--- src/design/apl_pkg.sv ---
`default_nettype none
package apl_pkg;

  localparam int unsigned SampleW = 16;
  localparam int unsigned GainW   = 18;
  localparam int unsigned PeakW   = 24;
  localparam int unsigned CoefW   = 24;
  localparam int unsigned LevelW  = 15;
  localparam int unsigned MulW    = 25;
  localparam int unsigned ProdW   = 2 * MulW;
  localparam int unsigned AddrW   = 5;
  localparam int unsigned DataW   = 32;
  localparam int unsigned CntW    = 5;

  typedef logic signed [SampleW-1:0] sample_t;
  typedef logic [GainW-1:0]          gain_t;
  typedef logic [PeakW-1:0]          peak_t;
  typedef logic [CoefW-1:0]          coef_t;
  typedef logic [LevelW-1:0]         level_t;
  typedef logic [2:0]                reg_idx_t;

  // register map, byte address = 4 * index
  localparam reg_idx_t RegDecay   = 3'd0;
  localparam reg_idx_t RegRelease = 3'd1;
  localparam reg_idx_t RegLevel   = 3'd2;
  localparam reg_idx_t RegMinGain = 3'd3;
  localparam reg_idx_t RegMaxGain = 3'd4;

  localparam coef_t  DecayReset   = 24'd8387350;
  localparam coef_t  ReleaseReset = 24'd2349;
  localparam level_t LevelReset   = 15'd30000;
  localparam gain_t  MinGainReset = 18'd0;
  localparam gain_t  MaxGainReset = 18'd65536;

  localparam peak_t PeakReset = 24'd7680000;  // 30000.0 in Q16.8
  localparam gain_t GainReset = 18'd65536;    // 1.0 in Q2.16
  localparam peak_t PeakMax   = 24'hFFFFFF;
  localparam gain_t GainMax   = 18'h3FFFF;

  // quotient bits 17..0, one per cycle
  localparam logic [CntW-1:0] DivLast = 5'd17;

  typedef enum logic [3:0] {
    ST_IDLE,
    ST_DECAY,
    ST_PEAK,
    ST_DIVCHK,
    ST_DIV,
    ST_CLAMP,
    ST_REL_MUL,
    ST_REL_ADD,
    ST_OUT_MUL,
    ST_OUT_SAT,
    ST_RESULT
  } apl_state_e;

endpackage
`default_nettype wire

--- src/design/apl_if.sv ---
`default_nettype none
interface apl_in_if;
  logic             valid;
  logic             ready;
  apl_pkg::sample_t sample_in;

  modport source (output valid, output sample_in, input ready);
  modport sink   (input valid, input sample_in, output ready);
endinterface

interface apl_out_if;
  logic             valid;
  logic             ready;
  apl_pkg::sample_t sample_out;
  apl_pkg::gain_t   gain_now;

  modport source (output valid, output sample_out, output gain_now, input ready);
  modport sink   (input valid, input sample_out, input gain_now, output ready);
endinterface
`default_nettype wire

--- src/design/audio_peak_limiter_top.sv ---
// Each accepted request runs decay, peak, a divide check, the 18-step restoring divider for
// target/peak, clamp, a release multiply and add when the gain recovers, then the output multiply
// and saturation; the divide is skipped when the target saturates, and a zero envelope goes straight
// to the result. The next request is taken only in idle; up to three shared 25x25 multiplies serve it.
// A finished result waits in the output register while the next request is taken.
// Reset (rst_ni low, async): registers to their defaults, envelope 30000.0, gain 1.0.
`default_nettype none
module audio_peak_limiter_top (
  input  wire logic                     clk_i,
  input  wire logic                     rst_ni,
  apl_in_if.sink                        in_i,
  apl_out_if.source                     out_o,
  input  wire logic                     psel,
  input  wire logic                     penable,
  input  wire logic                     pwrite,
  input  wire logic [apl_pkg::AddrW-1:0] paddr,
  input  wire logic [apl_pkg::DataW-1:0] pwdata,
  output logic      [apl_pkg::DataW-1:0] prdata,
  output logic                          pready
);

  // ---------------- configuration port ----------------
  apl_pkg::coef_t  decay_q, release_q;
  apl_pkg::level_t level_q;
  apl_pkg::gain_t  min_q, max_q;
  apl_pkg::reg_idx_t reg_idx;
  logic cfg_wr;

  assign pready  = 1'b1;
  assign reg_idx = paddr[4:2];
  assign cfg_wr  = psel && penable && pwrite && pready;

  always_ff @(posedge clk_i or negedge rst_ni) begin
    if (!rst_ni) begin
      decay_q   <= apl_pkg::DecayReset;
      release_q <= apl_pkg::ReleaseReset;
      level_q   <= apl_pkg::LevelReset;
      min_q     <= apl_pkg::MinGainReset;
      max_q     <= apl_pkg::MaxGainReset;
    end else if (cfg_wr) begin
      unique case (reg_idx)
        apl_pkg::RegDecay:   decay_q   <= pwdata[apl_pkg::CoefW-1:0];
        apl_pkg::RegRelease: release_q <= pwdata[apl_pkg::CoefW-1:0];
        apl_pkg::RegLevel:   level_q   <= pwdata[apl_pkg::LevelW-1:0];
        apl_pkg::RegMinGain: min_q     <= pwdata[apl_pkg::GainW-1:0];
        apl_pkg::RegMaxGain: max_q     <= pwdata[apl_pkg::GainW-1:0];
        default: ;
      endcase
    end
  end

  always_comb begin
    unique case (reg_idx)
      apl_pkg::RegDecay:   prdata = apl_pkg::DataW'(decay_q);
      apl_pkg::RegRelease: prdata = apl_pkg::DataW'(release_q);
      apl_pkg::RegLevel:   prdata = apl_pkg::DataW'(level_q);
      apl_pkg::RegMinGain: prdata = apl_pkg::DataW'(min_q);
      apl_pkg::RegMaxGain: prdata = apl_pkg::DataW'(max_q);
      default:             prdata = '0;
    endcase
  end

  // ---------------- state ----------------
  apl_pkg::apl_state_e state_q, state_d;
  apl_pkg::peak_t      peak_q;
  apl_pkg::gain_t      gain_q;
  logic                out_valid_q;
  logic [apl_pkg::CntW-1:0] cnt_q;

  apl_pkg::sample_t         sample_q;
  logic signed [apl_pkg::ProdW-1:0] prod_q;
  logic [apl_pkg::PeakW-1:0] rem_q;
  apl_pkg::gain_t           quot_q;
  apl_pkg::gain_t           diff_q;
  apl_pkg::sample_t         y_q;
  apl_pkg::sample_t         out_sample_q;
  apl_pkg::gain_t           out_gain_q;

  // ---------------- shared multiplier ----------------
  logic signed [apl_pkg::MulW-1:0]  mul_a, mul_b;
  logic signed [apl_pkg::ProdW-1:0] mul_p;
  logic in_acc, res_load, out_acc;

  assign mul_p = mul_a * mul_b;

  // ---------------- datapath terms ----------------
  logic [apl_pkg::SampleW-1:0] sample_u, abs_s;
  apl_pkg::peak_t mag, dec_sat, peak_new;
  logic [apl_pkg::PeakW:0] decayed;
  logic ovf;
  logic [apl_pkg::PeakW:0] div_shift, div_sub;
  logic div_ge;
  apl_pkg::gain_t tgt_clamp;
  logic tgt_lower;
  logic [42:0] rel_rnd;
  logic [19:0] rel_step;
  logic [20:0] rel_sum;
  apl_pkg::gain_t gain_rel;
  logic signed [apl_pkg::ProdW-1:0] out_rnd;
  logic signed [33:0] out_y;
  apl_pkg::sample_t y_sat;

  assign sample_u = sample_q;
  assign abs_s    = sample_q[apl_pkg::SampleW-1] ? (~sample_u + 16'd1) : sample_u;
  assign mag      = {abs_s, 8'b0};
  assign decayed  = prod_q[47:23];
  assign dec_sat  = decayed[apl_pkg::PeakW] ? apl_pkg::PeakMax : decayed[apl_pkg::PeakW-1:0];
  assign peak_new = (mag > dec_sat) ? mag : dec_sat;

  // quotient overflows 18 bits when (level << 24) >= peak << 18
  assign ovf = {3'b0, level_q, 6'b0} >= peak_q;

  assign div_shift = {rem_q, 1'b0};
  assign div_ge    = div_shift >= {1'b0, peak_q};
  assign div_sub   = div_shift - {1'b0, peak_q};

  always_comb begin
    priority if (quot_q < min_q) tgt_clamp = min_q;
    else if (quot_q > max_q)     tgt_clamp = max_q;
    else                         tgt_clamp = quot_q;
  end
  assign tgt_lower = tgt_clamp < gain_q;

  assign rel_rnd  = prod_q[42:0] + 43'h400000;
  assign rel_step = rel_rnd[42:23];
  assign rel_sum  = 21'(gain_q) + 21'(rel_step);
  assign gain_rel = (|rel_sum[20:18]) ? apl_pkg::GainMax : rel_sum[17:0];

  assign out_rnd = prod_q + 50'sd32768;
  assign out_y   = out_rnd[49:16];
  always_comb begin
    priority if (out_y > 34'sd32767) y_sat = 16'sh7FFF;
    else if (out_y < -34'sd32768)    y_sat = 16'sh8000;
    else                             y_sat = out_y[15:0];
  end

  // ---------------- sequencer: next state ----------------
  always_comb begin
    state_d = state_q;
    unique case (state_q)
      apl_pkg::ST_IDLE:    if (in_acc) state_d = apl_pkg::ST_DECAY;
      apl_pkg::ST_DECAY:   state_d = apl_pkg::ST_PEAK;
      apl_pkg::ST_PEAK:    state_d = (peak_new == '0) ? apl_pkg::ST_RESULT
                                                      : apl_pkg::ST_DIVCHK;
      apl_pkg::ST_DIVCHK:  state_d = ovf ? apl_pkg::ST_CLAMP : apl_pkg::ST_DIV;
      apl_pkg::ST_DIV:     if (cnt_q == '0) state_d = apl_pkg::ST_CLAMP;
      apl_pkg::ST_CLAMP:   state_d = tgt_lower ? apl_pkg::ST_OUT_MUL : apl_pkg::ST_REL_MUL;
      apl_pkg::ST_REL_MUL: state_d = apl_pkg::ST_REL_ADD;
      apl_pkg::ST_REL_ADD: state_d = apl_pkg::ST_OUT_MUL;
      apl_pkg::ST_OUT_MUL: state_d = apl_pkg::ST_OUT_SAT;
      apl_pkg::ST_OUT_SAT: state_d = apl_pkg::ST_RESULT;
      apl_pkg::ST_RESULT:  if (res_load) state_d = apl_pkg::ST_IDLE;
      default:             state_d = apl_pkg::ST_IDLE;
    endcase
  end

  // ---------------- sequencer: outputs ----------------
  always_comb begin
    in_i.ready = (state_q == apl_pkg::ST_IDLE);
    mul_a      = '0;
    mul_b      = '0;
    unique case (state_q)
      apl_pkg::ST_DECAY: begin
        mul_a = $signed({1'b0, peak_q});
        mul_b = $signed({1'b0, decay_q});
      end
      apl_pkg::ST_REL_MUL: begin
        mul_a = $signed({7'b0, diff_q});
        mul_b = $signed({1'b0, release_q});
      end
      apl_pkg::ST_OUT_MUL: begin
        mul_a = $signed({{9{sample_q[apl_pkg::SampleW-1]}}, sample_q});
        mul_b = $signed({7'b0, gain_q});
      end
      default: ;
    endcase
  end

  assign in_acc   = in_i.valid && in_i.ready;
  assign out_acc  = out_o.valid && out_o.ready;
  assign res_load = (state_q == apl_pkg::ST_RESULT) && (!out_valid_q || out_o.ready);

  assign out_o.valid      = out_valid_q;
  assign out_o.sample_out = out_sample_q;
  assign out_o.gain_now   = out_gain_q;

  // ---------------- control and limiter state ----------------
  always_ff @(posedge clk_i or negedge rst_ni) begin
    if (!rst_ni) begin
      state_q     <= apl_pkg::ST_IDLE;
      peak_q      <= apl_pkg::PeakReset;
      gain_q      <= apl_pkg::GainReset;
      out_valid_q <= 1'b0;
      cnt_q       <= '0;
    end else begin
      state_q <= state_d;
      if (res_load) begin
        out_valid_q <= 1'b1;
      end else if (out_acc) begin
        out_valid_q <= 1'b0;
      end
      unique case (state_q)
        apl_pkg::ST_PEAK:    peak_q <= peak_new;
        apl_pkg::ST_DIVCHK:  cnt_q  <= apl_pkg::DivLast;
        apl_pkg::ST_DIV:     cnt_q  <= cnt_q - 5'd1;
        apl_pkg::ST_CLAMP:   if (tgt_lower) gain_q <= tgt_clamp;
        apl_pkg::ST_REL_ADD: gain_q <= gain_rel;
        default: ;
      endcase
    end
  end

  // ---------------- working registers ----------------
  always_ff @(posedge clk_i) begin
    if (in_acc) begin
      sample_q <= in_i.sample_in;
    end
    unique case (state_q)
      apl_pkg::ST_DECAY, apl_pkg::ST_REL_MUL, apl_pkg::ST_OUT_MUL: prod_q <= mul_p;
      apl_pkg::ST_PEAK: if (peak_new == '0) y_q <= '0;
      apl_pkg::ST_DIVCHK: begin
        rem_q  <= {3'b0, level_q, 6'b0};
        quot_q <= ovf ? apl_pkg::GainMax : '0;
      end
      apl_pkg::ST_DIV: begin
        rem_q  <= div_ge ? div_sub[apl_pkg::PeakW-1:0] : div_shift[apl_pkg::PeakW-1:0];
        quot_q <= {quot_q[apl_pkg::GainW-2:0], div_ge};
      end
      apl_pkg::ST_CLAMP:   diff_q <= tgt_clamp - gain_q;
      apl_pkg::ST_OUT_SAT: y_q <= y_sat;
      default: ;
    endcase
    if (res_load) begin
      out_sample_q <= y_q;
      out_gain_q   <= gain_q;
    end
  end

  // ---------------- assertions ----------------
  // divider remainder must stay below the divisor
  a_div_rem: assert property (@(posedge clk_i) disable iff (!rst_ni)
    (state_q == apl_pkg::ST_DIV) |-> (rem_q < peak_q))
    else $error("divider remainder not below envelope");

  // divide path is only entered with a nonzero envelope
  a_div_nonzero: assert property (@(posedge clk_i) disable iff (!rst_ni)
    (state_q == apl_pkg::ST_DIVCHK) |-> (peak_q != '0))
    else $error("divide started with zero envelope");

  // step counter in range while dividing
  a_div_cnt: assert property (@(posedge clk_i) disable iff (!rst_ni)
    (state_q == apl_pkg::ST_DIV) |-> (cnt_q <= apl_pkg::DivLast))
    else $error("divider step count out of range");

  // a request moves the sequencer straight into the decay multiply
  a_accept_start: assert property (@(posedge clk_i) disable iff (!rst_ni)
    in_acc |=> (state_q == apl_pkg::ST_DECAY) && !in_i.ready)
    else $error("request accepted but sequencer did not start");

endmodule
`default_nettype wire
--- src/flat_wrapper.sv ---
// flat-port wrapper written by rule: the top's interface ports become plain ports
module audio_peak_limiter_top_flat 
  (clk_i, rst_ni, psel, penable, pwrite, paddr, pwdata, prdata, pready, in_i_valid, in_i_sample_in, in_i_ready, out_o_valid, out_o_sample_out, out_o_gain_now, out_o_ready);
  apl_in_if in_i_i ();
  apl_out_if out_o_i ();
  input  wire logic clk_i;
  input  wire logic rst_ni;
  input  wire logic psel;
  input  wire logic penable;
  input  wire logic pwrite;
  input  wire logic [apl_pkg::AddrW-1:0] paddr;
  input  wire logic [apl_pkg::DataW-1:0] pwdata;
  output logic      [apl_pkg::DataW-1:0] prdata;
  output logic pready;
  input wire logic [$bits(in_i_i.valid)-1:0] in_i_valid;
  input wire logic [$bits(in_i_i.sample_in)-1:0] in_i_sample_in;
  output wire logic [$bits(in_i_i.ready)-1:0] in_i_ready;
  output wire logic [$bits(out_o_i.valid)-1:0] out_o_valid;
  output wire logic [$bits(out_o_i.sample_out)-1:0] out_o_sample_out;
  output wire logic [$bits(out_o_i.gain_now)-1:0] out_o_gain_now;
  input wire logic [$bits(out_o_i.ready)-1:0] out_o_ready;
  assign in_i_i.valid = in_i_valid;
  assign in_i_i.sample_in = in_i_sample_in;
  assign in_i_ready = in_i_i.ready;
  assign out_o_valid = out_o_i.valid;
  assign out_o_sample_out = out_o_i.sample_out;
  assign out_o_gain_now = out_o_i.gain_now;
  assign out_o_i.ready = out_o_ready;
  audio_peak_limiter_top u_core (.clk_i(clk_i), .rst_ni(rst_ni), .in_i(in_i_i), .out_o(out_o_i), .psel(psel), .penable(penable), .pwrite(pwrite), .paddr(paddr), .pwdata(pwdata), .prdata(prdata), .pready(pready));
endmodule
--- config.mk ---
export PLATFORM = sky130hd
export DESIGN_NAME = audio_peak_limiter_top_flat
export DESIGN_NICKNAME = d
export VERILOG_FILES = /design/src/design/apl_pkg.sv /design/src/design/apl_if.sv /design/src/design/audio_peak_limiter_top.sv /design/src/flat_wrapper.sv
export SDC_FILE = /design/constraint.sdc
export NUM_CORES = 2
export LEC_CHECK = 0
export BUFFER_PORTS_ARGS = -buffer_cell sky130_fd_sc_hd__buf_2
export CAP_MARGIN = 10
export CORE_ASPECT_RATIO = 0.6
export CORE_MARGIN = 3
export CORE_UTILIZATION = 40
export CTS_CLUSTER_DIAMETER = 200
export DETAILED_ROUTE_END_ITERATION = 6
export PLACE_DENSITY = 0.56
export SYNTH_ARGS = -nofsm -noshare
export SYNTH_HDL_FRONTEND = slang
export SYNTH_SLANG_ARGS = --single-unit
--- constraint.sdc ---
create_clock -name clk_i -period 10.84 [get_ports clk_i]
set_input_delay 1.626 -clock clk_i [delete_from_list [all_inputs] [get_ports clk_i]]
set_output_delay 1.626 -clock clk_i [all_outputs]
set_load 0.02 [all_outputs]
# ---- After elaboration in Yosys (flattened, before gate mapping)
# Index checks and enable logic that the tools add are counted.
# W data, S select, Z words.
dict set report totals {
  regBits 327
  word_cells 108
  mem_bits_ro 0
  output_inout_bits 69
  memories 0
  latchBits 0
  ram_bits 0
}
dict set report classes {
  multipliers 1
  n_lt_le_gt_ge 8
  add_sub_neg 7
  bitwise_logic 1
  div_mod_pow 0
  mux 29
  n_shift 0
  n_reduce_logical 25
  n_eq_ne 19
}
# cell count
set op_table {}
lappend op_table {{$pmux W24 S5} 1}
lappend op_table {{$mux W18} 5}
lappend op_table {{$pmux W25 S3} 1}
lappend op_table {{$mux W24} 3}
lappend op_table {{$pmux W18 S2} 2}
lappend op_table {{$pmux W24 S3} 1}
lappend op_table {{$mux W16} 4}
lappend op_table {{$add A50 B17 Y50 const B} 1}
lappend op_table {{$mul A25 B25 Y50} 1}
lappend op_table {{$pmux W24 S2} 1}
lappend op_table {{$pmux W4 S11} 1}
lappend op_table {{$add A43 B23 Y43 const B} 1}
lappend op_table {{$lt A18 B18 Y1} 2}
lappend op_table {{$gt A34 B16 Y1 const B} 1}
lappend op_table {{$lt A34 B16 Y1 const B} 1}
lappend op_table {{$pmux W16 S2} 1}
lappend op_table {{$ge A25 B24 Y1} 1}
lappend op_table {{$ge A21 B24 Y1} 1}
lappend op_table {{$gt A24 B24 Y1} 1}
lappend op_table {{$logic_not A24 Y1} 1}
lappend op_table {{$sub A24 B24 Y24} 1}
lappend op_table {{$add A18 B20 Y21} 1}
lappend op_table {{$mux W4} 5}
lappend op_table {{$gt A18 B18 Y1} 1}
lappend op_table {{25 further kinds} 51}

# ---- Depth between registers and ports, before layout
dict set report depth {
  ltp_word 8
  mapped_depth 34
}

# ---- Worst setup path after synthesis
# OpenSTA, ideal clock, no wires.
dict set report synth_path {
  kind {register -> register}
  startpoint {reg u_core.state_q[1]}
  endpoint {reg u_core.prod_q[49] (netlist bit) (data pin)}
  slack_ns 1.793
  t_arrival_ns 8.780
  path_stages_with_launch 29
  setup_time_ns 0.266
  path_buffers 4
  path_cell_list {dfrtp_1 buf_2 nand2b_4 nor3_2 clkbuf_1 buf_1 a21oi_1 clkbuf_1 nor2_1 fa_1 inv_1 fa_1 fa_1 inv_1 fa_1 fa_1 fa_1 inv_1 fa_1 inv_1 ha_1 and3_1 a31oi_1 o21ai_0 a2111oi_0 o31ai_1 a221oi_1 mux2i_1 nand4_1}
}
dict set report synth_between {
  elab_chain_cells 3
}
# element line_no
set synth_rtl {}
lappend synth_rtl {{from (decl)} audio_peak_limiter_top.sv:64} ;# apl_pkg::apl_state_e state_q, state_d;
lappend synth_rtl {{from (signal assigned)} audio_peak_limiter_top.sv:190} ;# state_q <= apl_pkg::ST_IDLE;
lappend synth_rtl {{from (signal assigned)} audio_peak_limiter_top.sv:196} ;# state_q <= state_d;
lappend synth_rtl {{$eq A4 B4 Y1 (tied with other cells)} audio_peak_limiter_top.sv:162} ;# unique case (state_q)
lappend synth_rtl {{$pmux W25 S3 / $pmux W24 S3 (equally long branches)} audio_peak_limiter_top.sv:162}
lappend synth_rtl {{$mul A25 B25 Y50 *} audio_peak_limiter_top.sv:84} ;# assign mul_p = mul_a * mul_b;
lappend synth_rtl {{named net u_core.mul_p, one bit} audio_peak_limiter_top.sv:81} ;# logic signed [apl_pkg::ProdW-1:0] mul_p;
lappend synth_rtl {{to (signal assigned)} audio_peak_limiter_top.sv:219} ;# apl_pkg::ST_DECAY, apl_pkg::ST_REL_MUL, apl_pkg::ST_OUT_MUL: prod_q <= mul_p;
lappend synth_rtl {{to (decl)} audio_peak_limiter_top.sv:71} ;# logic signed [apl_pkg::ProdW-1:0] prod_q;
# Mark *: on every way through the listed nets, which the timed path passes. The rest lies on a longest branch.
# A chain may end at the register's enable or synchronous reset.

# ---- Final worst setup path
dict set report layout_path {
  startpoint {reg u_core.state_q[0]}
  endpoint {reg u_core.prod_q[49] (netlist bit) (data pin)}
}
# Same word-level chain as after synthesis.

==> impl_metrics.csv <==
group,metric,value,unit
sta,fmax,97.0,MHz
sta,worst_pin_slew,1.33,ns
synthesis,ys.flop_type,"edfxtp_1",
setup_path,cp_slowest_cell,"and3_1",
synthesis,yosys_warnings,0,
pwr,internal-power,4.94,mW
setup_path,critical_path_class,"reg -> reg",
floorplanning,dieArea,107000,sq um
final_layout,num_antenna_cells,0,
job,maxCapViolCount,0,
pwr,clkPwrFrac,0.102,
synthesis,avgSynthCellArea,9.24,sq um
placement,gp_congestion,0.972,
synthesis,netlist_instances,4474,
pwr,p_sw,6.06,mW
detailed_routing,wire_per_inst,24.7,um
detailed_routing,drt_iter0_drc,3986,
pwr,p_seq_frac,0.230,
cts,clock_path_buffers,3,
sta,finalCritPeriodShare,0.951,
cts,htreeDepth,1,
synthesis,ys_seq_area_frac,0.210,
global_routing,grt_max_degree,83,
detailed_routing,firstDrtPassIters,6,
final_layout,regArea,8660,sq um
setup_path,end_kind,"flop",
synthesis,async_reset_ff_frac,0.484,
setup_path,crit_required,11.21,ns
sta,whs,0.435,ns
final_layout,layout.nets,5502,
pwr,pwr-share-comb,0.668,
setup_path,critPathMaxStageDelay,1.06,ns
floorplanning,die_y,255,um
outcome,outcome,"finished, final reports clean",
detailed_routing,ant_nets,0,
synthesis,synth_edf_count,161,
synthesis,yosys-top-cells-area,"fa_1, edfxtp_1, ha_1",
final_layout,multi_input_comb_area,28700,sq um
setup_path,arrival,10.67,ns
final_layout,syn_to_final_growth,8.43,%
detailed_routing,remaining_drc_errors,0,
cts,root_buffer,"clkbuf_16",
global_routing,grt_pass1_vias,31402,
cts,cts.sinks,312,
placement,port-buffer-count,109,
sta,finalCriticalPeriod,10.30,ns
sta,setup_viol,0,
cts,post_cts_buffers,0,
setup_path,worst_path_most_repeated_cell,"fa_1",
floorplanning,core,101000,sq um
synthesis,syn-cell-area,41300,sq um
cts,clk_pin_slew,0.07,ns
floorplanning,die_w,421,um
cts,cts_tree,"built",
cts,hold_buffers,0,
pwr,leakage,21.7,nW
pwr,switching_share,0.551,
final_layout,drive_above_1_share,0.104,
cts,post_cts_resized,0,
placement,place_hpwl,119000,um
synthesis,post-synth-top-count-cell,"inv_1",
synthesis,synthTopCellsByCount,"inv_1, fa_1, nor2_1, nand2_1, ha_1",
setup_path,crit_fanout,21,
sta,drv_slew,0,
hold_path,hp-class,"reg -> reg",
final_layout,final_util,0.442,
global_routing,antenna_found_initial,6,
setup_path,cp-start-kind,"flop",
pwr,power.density,245,nW/um^2
detailed_routing,vias,32696,
final_layout,fillCellCount,9908,
global_routing,grt_pass1_wl,218000,um
detailed_routing,via_per_inst,5.50,
cts,numCtsBuffers,30,
sta,final-hold-violation-count,0,
synthesis,ys_ff_latch,312,
sta,final.setup_skew,0.0548,ns
sta,relSlewSlack,0.114,
floorplanning,ios,129,
synthesis,ys_types,83,
global_routing,gr-total-overflow,0,
placement,placed_cell_area,43800,sq um
detailed_routing,finalWirelength,147000,um
cts,clock_latency,0.64,ns
pwr,ir_worst_vdd,0.197,mV
sta,tns,0,ns
sta,rsz0062_at_grt,"false",
floorplanning,initial_core_util,0.407,
global_routing,track_usage,0.276,
synthesis,synth_top_area_share,0.308,
final_layout,final_cell_area,44800,sq um
floorplanning,core.rowCount,90,
synthesis,synth_area_leader_cell,"fa_1",
## per-layer routing
metal  global-route usage  routed length, um  vias to the layer above
met1                0.455              71900                    16472
met3                0.101              21100                      155
li1                     -                  -                    14322
met4               0.0445               2700                       10
met2                0.331              50900                     1737
met5                    0                 76                        -
## per-stage QoR
stage	power, mW	setup WS, ns	instances
after floorplan	6.89	1.79	4493
after global placement	9.54	0.951	5885
after detailed placement	9.59	0.895	5885
after CTS	10.8	0.830	5941
after global routing	11.8	0.129	5941
final	11.0	0.536	5941
## final timing paths
kind	cells past startpoint	to	slack, ns	startpoint
worst max-delay path	28	u_core.prod_q[49]	0.54	u_core.state_q[0]
worst min-delay path	0	u_core.out_o.sample_out[15]	0.43	u_core.y_q[15]
worst max register to register	28	u_core.prod_q[49]	0.54	u_core.state_q[0]
worst min register to register	0	u_core.out_o.sample_out[15]	0.43	u_core.y_q[15]
max in group asynchronous	2	u_core.release_q[19]	8.28	rst_ni
min in group asynchronous	1	u_core.state_q[1]	1.06	rst_ni
## power groups by stage
| stage | sequential, mW | combinational, mW | clock, mW |
|---|---|---|---|
| final | 2.53 | 7.35 | 1.12 |
| after global routing | 2.54 | 8.05 | 1.18 |
| after CTS | 2.47 | 7.17 | 1.12 |
| after detailed placement | 2.49 | 7.11 | 0 |
| after global placement | 2.49 | 7.05 | 0 |
| after floorplan | 2.06 | 4.84 | 0 |
## worst max-delay path: cells and delay by family (launching register included)
| kind | cells | cell delay, ns |
|---|---|---|
| muxes | 1 | 0.17 |
| adders and majority gates | 8 | 4.09 |
| DFF | 1 | 0.87 |
| AOI/OAI and AO/OA | 8 | 2.10 |
| buffers and inverters | 6 | 0.72 |
| and+or+nand+nor | 5 | 2.03 |
## kinds of logic (layout without fill, tap and decap cells)
logic type | count (synthesis) | count (layout) | synth area share
flops | 312 | 312 | 0.210
fa+ha+maj | 905 | 905 | 0.389
mux | 158 | 158 | 0.0418
simple gates | 1284 | 1284 | 0.136
compound gates | 583 | 583 | 0.0922
buf+inv | 1082 | 1150 | 0.0996
xor+xnor | 148 | 148 | 0.0314
other cells | 2 | 21 | 0.000182
## final cells by class
class / count / area share
sequential: 312 / 0.193
timing repair buffer: 219 / 0.0310
clock buffer: 45 / 0.0207
clock inverter: 11 / 0.00218
multi-input combinational: 3099 / 0.641
tap: 1380 / 0.0385
inverter: 875 / 0.0733
## state kept, by name, summed over array words and instances (netlist names), 18 cells and up
signal,flops
u_core.decay_q,24
u_core.diff_q,18
u_core.gain_q,18
u_core.max_q,18
u_core.min_q,18
u_core.out_o.gain_now,18
u_core.peak_q,24
u_core.prod_q,35
u_core.quot_q,18
u_core.release_q,24
u_core.rem_q,24
## layout by cell type, fill, tap and decap left out, types with 9 or more instances in the layout
cell type	n
a221oi_1	15
buf_2	108
nand4_1	36
nor2b_1	19
nand2b_1	20
nand3_1	68
a22oi_1	37
edfxtp_1	161
o22ai_1	19
nand2_1	435
and3_1	42
a21oi_1	133
nor3_1	50
o21a_1	28
a21o_1	75
conb_1	21
a31oi_1	18
ha_1	270
nor4_1	17
o21bai_1	17
clkbuf_16	33
fa_1	635
o31ai_1	9
inv_1	875
or3_1	15
mux2i_1	42
dfrtp_1	112
a211oi_1	13
o211ai_1	10
mux2_2	116
dfstp_2	39
xnor2_1	83
a211o_1	9
xor2_1	65
o21ai_0	129
nor2_1	521
buf_4	109
a22o_1	11
No activity file was read; power rests on OpenSTA's default activity.
